$ cat config.mk
export PLATFORM = sky130hd
export DESIGN_NAME = dfs_topo_ram
export DESIGN_NICKNAME = d
export VERILOG_FILES = /design/src/design/dfs_topo_ram.sv
export SDC_FILE = /design/constraint.sdc
export NUM_CORES = 1
export LEC_CHECK = 0
export BUFFER_PORTS_ARGS = -buffer_cell sky130_fd_sc_hd__buf_2
export CORE_UTILIZATION = 35
export CTS_CLUSTER_SIZE = 16
export DETAILED_ROUTE_END_ITERATION = 10
export PLACE_DENSITY = 0.49
export SYNTH_ARGS = -nofsm -noshare
export SYNTH_HDL_FRONTEND = slang
export SYNTH_SLANG_ARGS = --single-unit
$ cat constraint.sdc
create_clock -name i_clk -period 2 [get_ports i_clk]
set_input_delay 0.3 -clock i_clk [delete_from_list [all_inputs] [get_ports i_clk]]
set_output_delay 0.3 -clock i_clk [all_outputs]
set_load 0.05 [all_outputs]
$ cat src/design/dfs_topo_ram.sv
// Generic single-write, single-read RAM with registered read data.
module dfs_topo_ram #(
    parameter int WIDTH = 8,
    parameter int DEPTH = 64
) (
    input  logic                     i_clk,
    input  logic                     i_we,
    input  logic [$clog2(DEPTH)-1:0] i_waddr,
    input  logic [WIDTH-1:0]         i_wdata,
    input  logic                     i_re,
    input  logic [$clog2(DEPTH)-1:0] i_raddr,
    output logic [WIDTH-1:0]         o_rdata
);

    logic [WIDTH-1:0] r_mem [DEPTH];
    logic [WIDTH-1:0] r_rdata;

    // Write port and registered read port
    always_ff @(posedge i_clk) begin
        if (i_we) begin
            r_mem[i_waddr] <= i_wdata;
        end
        if (i_re) begin
            r_rdata <= r_mem[i_raddr];
        end
    end

    assign o_rdata = r_rdata;

endmodule

==> metrics.cfg, run 1 <==
[layout]
multi_input_comb_area_um2 = 4430
drive_gt1_frac = 0.354
seq_area_um2 = 15600
area_delta_synth_final_pct = 19.8
final_common_cell = edfxtp_1
layout_common_cells = 520 x edfxtp_1, 155 x buf_4, 126 x mux4_2
nets = 1165
n_fill_cell = 5044

[cts]
cts_root_buf = clkbuf_16
cts.htree.levels = 2
numClockSinks = 520
tritoncts = done
path_clk_slew_ps = 60
clock_latency_ps = 600
clockBufferDepth = 3
postCtsSetupBuffers = 0
postCtsHoldBufs = 0
numCtsBuffers = 54

[floorplan]
die_width_um = 243
num_io_pins = 31
dieArea_um2 = 58800
coreArea_um2 = 56800
num_rows = 87
start_util = 0.356
dieHeight_um = 243

[setup_path]
worstSetupStartpointType = flip-flop
crit_path_end_kind = flip-flop
setup.worst_path.class = flip-flop to flip-flop
max_stage_delay_ps = 470
cp.required_ps = 2330
worstPathMaxFanout = 1
slowest_stage = mux4_2
arrival_ps = 2380
crit_path_cell_trace = mux4_2 -> mux2_2 -> o221a_4 -> nor3_4 -> o32ai_1

[outcome]
violations = setup timing
status = finished, violations left

[placed_design]
place_ws_ps = -1020
hpwl_um = 32100
io_buffers = 30
gp_congestion = 0.803

[yosys]
yosysSeqAreaShare = 0.771
syn-cell-area_um2 = 20200
synthArstFlopShare = 0
ys_seq_elements = 520
ys_types = 39
synth_fp_nets = 963
synth_edf_count = 520
avgSynthCellArea_um2 = 21.5
synth_ff_type = edfxtp_1
synth_cells = 940
ys_warn_count = 0

[power]
powerDensity_nw_per_um2 = 951
ir_drop_mv = 0.614
power_leakage_nw = 7.83
p_total_mw = 23.1

[drt]
via_per_inst = 5.14
vias = 9979
wirelength_um = 49600
post_drt_wl_per_cell_um = 25.5
detail-route-antenna-nets = 0
dr.pass1.iters = 5
drc = 0
drtIter0Drc = 724

[timing]
fin_hold_ws_ps = 99.2
report.final.slew_viol_count = 0
hold_viol = 0
fin_crit_sh = 1.02
rsz0062_at_grt = yes
period_needed_ps = 2050
final.setup.worst_slack_ps = -49.2
worst_pin_slew_ps = 905
clock.fmax_mhz = 488
setup_viol = 2
relSlewSlack = 0.397
finClkSkew_ps = 26.5

[flow_run]
max_cap_viol_count = 0

[hold_path]
hold_class = input pin to flip-flop

[global_routing]
grt_antenna_before_repair = 2
first_global_vias = 10500
grt_max_degree = 65
grt_usage = 0.172
overflow = 0
grt_first_pass_wirelength_um = 73500

==> synth_stat cells, types with 2 or more instances <==
cell       count  area [um2]
a2111oi_0      2        17.5
a211oi_1       4        30.0
a21oi_1        3        15.0
a221oi_1       6        52.6
a22oi_1        3        22.5
buf_1          4        15.0
buf_12         2        40.0
buf_2         11        55.1
buf_4         13        97.6
buf_6          4        45.0
clkbuf_1      17        63.8
edfxtp_1     520       15600
mux2_2        13         146
mux2i_1       23         230
mux4_2       126        2840
nand2_1       19        71.3
nand2b_1       7        43.8
nand3_1       13        65.1
nand3b_1       3        22.5
nand4_1        2        12.5
nor2_1        83         312
nor2b_1       14        87.6
nor3_1         7        35.0
nor4_1         2        12.5
o2111ai_1      3        26.3
o21a_1         2        15.0
o21ai_0        2        10.0
o21ai_1        2        10.0
o221a_2        2        22.5
o221ai_1       8        70.1
o22ai_1        8        50.1
o2bb2ai_1      3        26.3
o32ai_1        2        17.5
o41ai_1        2        17.5
==> final timing paths <==
kind	start	endpoint	slack, ps	cells past startpoint
hold reg to reg	r_mem[26][6]	o_rdata[6]	920	3
setup reg to reg	r_mem[24][4]	o_rdata[4]	-50	5
hold / removal	i_re	o_rdata[6]	100	1
setup / recovery	r_mem[24][4]	o_rdata[4]	-50	5
==> per-stage QoR <==
| stage | cells | area (um2) | TNS, ps | util |
|---|---|---|---|---|
| after global routing | 1941 | 24300 | -204 | 0.427 |
| after detailed placement | 1844 | 22500 | -4940 | 0.396 |
| final | 1942 | 24300 | -60.6 | 0.427 |
| after floorplan | 940 | 20300 | 0 | - |
| after CTS | 1942 | 24200 | -69.2 | 0.426 |
| after global placement | 1844 | 22500 | -4690 | 0.396 |
==> area by class of cell <==
cell class                      count  area share
Clock buffer                       72      0.0594
Multi-Input combinational cell    369       0.183
Tap cell                          756      0.0390
Timing Repair Buffer              197      0.0657
Antenna cell                        1    0.000103
Sequential cell                   520       0.644
Clock inverter                     27     0.00949
==> power breakdown <==
part           leakage, nW  internal [mW]  switching [mW]
Combinational         2.33          0.558           0.803
Sequential            4.69           12.1          0.0328
Clock                0.813           5.55            4.05
Total                 7.83           18.2            4.88
==> registers in the layout (all words and copies together) (netlist names) <==
name	count
r_mem	512
o_rdata	8
==> metal layers <==
metal / track usage / routed length, um
met2: 0.281 / 24200
met5: 0 / 0
met3: 0.0319 / 2160
met1: 0.240 / 22300
met4: 0.0397 / 904
==> critical path, delay by kind of cell (launching register included) <==
kind | cells | cell delay (ps)
muxes | 2 | 760
AOI/OAI and AO/OA | 2 | 410
DFF | 1 | 380
and+or+nand+nor | 1 | 250
==> timing repair <==
item	in CTS	in global routing
pin swaps	2	0
gates resized for setup	17	7
setup endpoints to repair	8	8
==> cells by family (layout without fill, tap and decap cells) <==
kind of cell	count (synthesis)	in the layout	synth area share
flops	520	520	0.771
mux	162	162	0.159
simple gates	153	153	0.0337
compound gates	54	54	0.0206
buf+inv	51	296	0.0156
other cells	0	1	0
Power figures use the tool's default switching activity.
==> inputs of run 2 (changes only) <==
Settings changed: SKIP_LAST_GASP from default to 1.
Clock period 2 ns to 1.69 ns, I/O delays scaled along.
==> metrics.cfg, run 2 (synthesis gave the netlist of run 1 again) <==
[outcome]
status = finished, violations left
violations = setup timing

[timing]
period_needed_ps = 2060  ; +8.65 ps
clock.fmax_mhz = 486  ; -0.42%
worst_pin_slew_ps = 800  ; -105 ps
relSlewSlack = 0.466  ; +0.0697
setup_viol = 8  ; +6
final.setup.worst_slack_ps = -368  ; -319 ps
tns_ps = -2030  ; -1970 ps
report.final.slew_viol_count = 0  ; unchanged
finClkSkew_ps = 20.0  ; -6.54 ps
fin_crit_sh = 1.22  ; +0.193
hold_viol = 0  ; unchanged
rsz0062_at_grt = yes

[cts]
cts_root_buf = clkbuf_16
numCtsBuffers = 54  ; unchanged
postCtsSetupBuffers = 0  ; unchanged
tritoncts = done
cts.htree.levels = 2  ; unchanged
postCtsHoldBufs = 0  ; unchanged
clockBufferDepth = 3  ; unchanged
path_clk_slew_ps = 60  ; about the same
numClockSinks = 520  ; unchanged
clock_latency_ps = 610  ; about the same

[setup_path]
worstReg2RegStart = r_mem[21][6]
worstSetupStartpointType = flip-flop
cp.required_ps = 2040  ; -290 ps
worstPathMaxFanout = 1  ; unchanged
r2r_setup_slack_ps = -370  ; -320 ps
slowest_stage = mux4_2
max_stage_delay_ps = 490  ; +20 ps
crit_path_cell_trace = mux4_2 -> mux2_4 -> o221a_4 -> nor3_2 -> buf_4 -> o32ai_1
setup.worst_path.class = flip-flop to flip-flop
crit_path_end_kind = flip-flop
arrival_ps = 2410  ; +30 ps
crit_start = r_mem[21][6]

[power]
p_clk_frac = 0.433  ; +0.017
powerDensity_nw_per_um2 = 1140  ; +20%
combPwrFrac = 0.060  ; about the same
p_sw_frac = 0.214  ; +0.00215
power_leakage_nw = 8.06  ; +2.9%
pwr-share-seq = 0.508  ; -0.017
p_sw_mw = 6.04  ; +24%
ir_drop_mv = 0.748  ; +22%
p_int_mw = 22.2  ; +22%

[layout]
largest_register_ffs = 512  ; unchanged
n_fill_cell = 4956  ; -1.7%
final_common_cell = edfxtp_1
fin_cells = 1958  ; +0.82%
area_delta_synth_final_pct = 22.2
multi_input_comb_area_um2 = 4450  ; +0.45%
drive_gt1_frac = 0.380  ; +0.0258
layout_common_cells = 520 x edfxtp_1, 159 x buf_4, 126 x mux4_2
seq_area_um2 = 15600  ; unchanged
nets = 1182  ; +1.5%
regMostFlops = r_mem
diodes = 0  ; -1

[drt]
dr.pass1.iters = 5  ; unchanged
detail-route-antenna-nets = 0  ; unchanged
drtIter0Drc = 913  ; +26%
post_drt_wl_per_cell_um = 26.2  ; +2.7%
drc = 0  ; unchanged
vias = 10200  ; +2.5%
wirelength_um = 51300  ; +3.6%
via_per_inst = 5.22  ; +1.6%

[hold_path]
hold_class = input pin to flip-flop
holdCritStartpoint = i_re

[floorplan]
die_width_um = 243  ; unchanged
dieArea_um2 = 58800  ; unchanged
coreArea_um2 = 56800  ; unchanged
num_io_pins = 31  ; unchanged
dieHeight_um = 243  ; unchanged
start_util = 0.356  ; unchanged
num_rows = 87  ; unchanged

[global_routing]
grt_usage = 0.176  ; +0.00374
grt_max_degree = 65  ; unchanged
grt_antenna_before_repair = 2  ; unchanged
overflow = 0  ; unchanged
first_global_vias = 10500  ; +0.019%
grt_first_pass_wirelength_um = 74600  ; +1.4%

[placed_design]
place_inst = 1858  ; +0.76%
io_buffers = 30  ; unchanged
hpwl_um = 33200  ; +3.4%
gp_congestion = 0.804  ; +0.11%

[flow_run]
max_cap_viol_count = 0  ; unchanged

[run 2: cell types whose count changed in the layout (fill, tap and decap cells not counted), sizes merged]
cell | before | now
clkinvlp | 1 | 2
bufbuf | 0 | 1
clkbuf | 73 | 62
inv | 1 | 3
diode | 1 | 0
bufinv | 4 | 9
clkinv | 21 | 24
buf | 196 | 212
[run 2: repair_timing]
item,CTS,global route
setup endpoints to repair,9,9
gates resized for setup,25,5
pin swaps,4,2
cloned,1,0
[run 2: layer usage]
layer	vias to the layer above	routed length, um	track usage
li1	4384	-	-
met1	5449	22800	0.250
met2	312	24500	0.282
met3	78	2920	0.0294
met4	2	1040	0.0458
met5	-	11	0
[run 2: worst paths after layout]
path / to / cells after the start
max: o_rdata[6] / 6
min: o_rdata[4] / 1
max reg2reg: o_rdata[6] / 6
min reg2reg: o_rdata[2] / 4
[run 2: layout make-up]
class	instances	area share
multi-input cells	369	0.180
repair buffers	214	0.0778
clock inverters	38	0.0173
flip-flops and latches	520	0.631
clock buffers	61	0.0557
well taps	756	0.0382
[run 2: metrics by stage]
step	power (mW)	hold slack [ps]	setup WS [ps]	util	area (um2)
after floorplan	15.4	352	-249	-	20300
after detailed placement	16.3	690	-911	0.401	22800
after global routing	29.0	53.5	-425	0.435	24700
after CTS	28.6	37.1	-407	0.435	24700
final	28.3	69.3	-368	0.435	24700
after global placement	16.3	695	-939	0.401	22800
[run 2: power by group through the flow]
stage	clock network, mW	logic (mW)	registers [mW]
floorplan	0	0.774	14.7
global placement	0	1.64	14.6
detailed placement	0	1.65	14.6
CTS	12.5	1.72	14.4
global route	12.9	1.79	14.4
finish	12.2	1.68	14.4
[run 2: critical path, delay by kind of cell, from the launching register on]
family                 cells  cell delay (ps)
multiplexers               2              790
buffers and inverters      1              160
flip-flops                 1              360
AO/OA/AOI/OAI              2              350
AND/OR/NAND/NOR            1              150
==> inputs of run 3 (changes only) <==
Settings changed: CORE_ASPECT_RATIO from default to 1.4, GPL_ROUTABILITY_DRIVEN from default to 0.
==> metrics.cfg, run 3 (synthesis gave the netlist of run 1 again) <==
[layout]
final_common_cell = edfxtp_1
utilization = 0.432  ; -0.00367
layout_common_cells = 520 x edfxtp_1, 170 x buf_4, 126 x mux4_2
seq_area_um2 = 15600  ; unchanged
drive_gt1_frac = 0.388  ; +0.00744
nets = 1187  ; +0.42%
n_fill_cell = 4912  ; -0.89%
largest_register_ffs = 512  ; unchanged
multi_input_comb_area_um2 = 4520  ; +1.5%
final_cell_area_um2 = 24500  ; -0.82%
fin_cells = 1934  ; -1.2%
regMostFlops = r_mem
area_delta_synth_final_pct = 21.2

[placed_design]
io_buffers = 30  ; unchanged
place_area_um2 = 22800  ; +0.29%
hpwl_um = 33700  ; +1.7%
place_inst = 1851  ; -0.38%

[setup_path]
slowest_stage = mux4_2
crit_path_end_kind = flip-flop
worstReg2RegStart = r_mem[3][2]
worstPathMaxFanout = 1  ; unchanged
arrival_ps = 2270  ; -140 ps
worstSetupStartpointType = flip-flop
r2r_cells = 5  ; -1
max_stage_delay_ps = 530  ; +40 ps
crit_family = multiplexers
cp.required_ps = 2010  ; -30 ps
r2r_setup_slack_ps = -260  ; +110 ps
rr_endpoint = o_rdata[2]
cp_num_buf_inv = 0  ; -1
crit_top_cell = mux4_2
crit_path_cell_trace = mux4_2 -> mux4_2 -> nor2_2 -> nor3_1 -> o2bb2ai_1
setup.worst_path.class = flip-flop to flip-flop

[timing]
relSlewSlack = 0.489  ; +0.0230
rsz0062_at_grt = yes
final.setup.worst_slack_ps = -261  ; +106 ps
clock.fmax_mhz = 512  ; +5.5%
finClkSkew_ps = 12.2  ; -7.81 ps
hold_viol = 0  ; unchanged
setup_viol = 8  ; unchanged
report.final.slew_viol_count = 0  ; unchanged
worst_pin_slew_ps = 766  ; -34.5 ps
period_needed_ps = 1950  ; -106 ps
fin_crit_sh = 1.15  ; -0.0630

[cts]
clock_latency_ps = 570  ; -40 ps
numClockSinks = 520  ; unchanged
numCtsBuffers = 48  ; -11%
tritoncts = done
cts.htree.levels = 2  ; unchanged
path_clk_slew_ps = 70  ; about the same
cts_root_buf = clkbuf_16
clockBufferDepth = 3  ; unchanged

[flow_run]
max_cap_viol_count = 0  ; unchanged

[floorplan]
num_rows = 103  ; +18%
num_io_pins = 31  ; unchanged
start_util = 0.356  ; about the same
die_width_um = 205  ; -15%
dieArea_um2 = 58800  ; about the same
coreArea_um2 = 56800  ; about the same
dieHeight_um = 287  ; +18%

[drt]
detail-route-antenna-nets = 0  ; unchanged
vias = 10000  ; -2.2%
post_drt_wl_per_cell_um = 25.7  ; -1.9%
drc = 0  ; unchanged
drtIter0Drc = 706  ; -23%
dr.pass1.iters = 5  ; unchanged
via_per_inst = 5.17  ; -0.94%
wirelength_um = 49700  ; -3.1%

[power]
ir_drop_mv = 0.793  ; +6.0%
powerDensity_nw_per_um2 = 1090  ; -4.7%
power_leakage_nw = 7.96  ; -1.3%

[hold_path]
min_to = o_rdata[5]
hold_depth = 1  ; unchanged
holdCritStartpoint = i_re
hold_class = input pin to flip-flop

[global_routing]
grt_usage = 0.175  ; -0.00135
grt_first_pass_wirelength_um = 73200  ; -1.8%
grt_antenna_before_repair = 3  ; +1
overflow = 0  ; unchanged
grt_max_degree = 65  ; unchanged
first_global_vias = 10700  ; +2.4%

[outcome]
violations = setup timing
status = finished, violations left

run 3: changes by cell type in the layout (fill, tap and decap cells not counted), moves of 3 or more:
cell	before	now
buf_4	159	170
clkbuf_16	54	49
bufinv_16	9	5
a221oi_1	6	3
clkinv_1	13	10
clkinv_2	10	7
clkinv_4	0	3
run 3: worst max-delay path by stage:
stage / slack [ps] / endpoint / startpoint / depth (start not counted)
after floorplan: -250 / o_rdata[7] / i_raddr[0] / 7
after global placement: -920 / o_rdata[7] / i_raddr[0] / 7
after detailed placement: -840 / o_rdata[7] / i_raddr[0] / 7
after CTS: -290 / o_rdata[2] / r_mem[45][2] / 5
after global routing: -370 / o_rdata[2] / r_mem[6][2] / 5
final: -260 / o_rdata[2] / r_mem[3][2] / 5
run 3: where the power goes:
group | internal [mW] | switching [mW]
combinational | 0.735 | 0.978
sequential | 14.3 | 0.0426
clock | 6.04 | 4.62
total | 21.1 | 5.64
run 3: what timing repair did:
| item | in CTS | in global routing |
|---|---|---|
| endpoints found under the hold margin | 0 | 0 |
| buffers inserted | 0 | 0 |
| gates resized for setup | 28 | 8 |
| hold buffers | 0 | 0 |
| endpoints found under the setup margin | 8 | 8 |
| pin swaps | 9 | 4 |
run 3: stage by stage:
step,setup WS (ps),hold WS (ps),total power [mW],setup TNS (ps)
2_1_floorplan,-249,352,15.4,-5050
3_3_place_gp,-925,635,16.3,-5650
3_5_place_dp,-840,633,16.3,-5570
4_1_cts,-288,38.9,27.0,-1800
5_1_grt,-369,42.4,27.5,-2130
6_report,-261,70.3,26.7,-1670
run 3: layout make-up:
cell class | count | share of cell area
well taps | 735 | 0.0375
clock buffers | 54 | 0.0507
repair buffers | 225 | 0.0798
diodes | 2 | 0.000204
clock inverters | 29 | 0.0114
multi-input cells | 369 | 0.184
flip-flops and latches | 520 | 0.636
run 3: routing by layer:
metal | vias to the layer above | wire [um] | track usage
met5 | - | 13 | 0
met1 | 5360 | 20000 | 0.217
met2 | 196 | 26900 | 0.318
met3 | 68 | 1690 | 0.0229
li1 | 4379 | - | -
met4 | 2 | 1130 | 0.0463
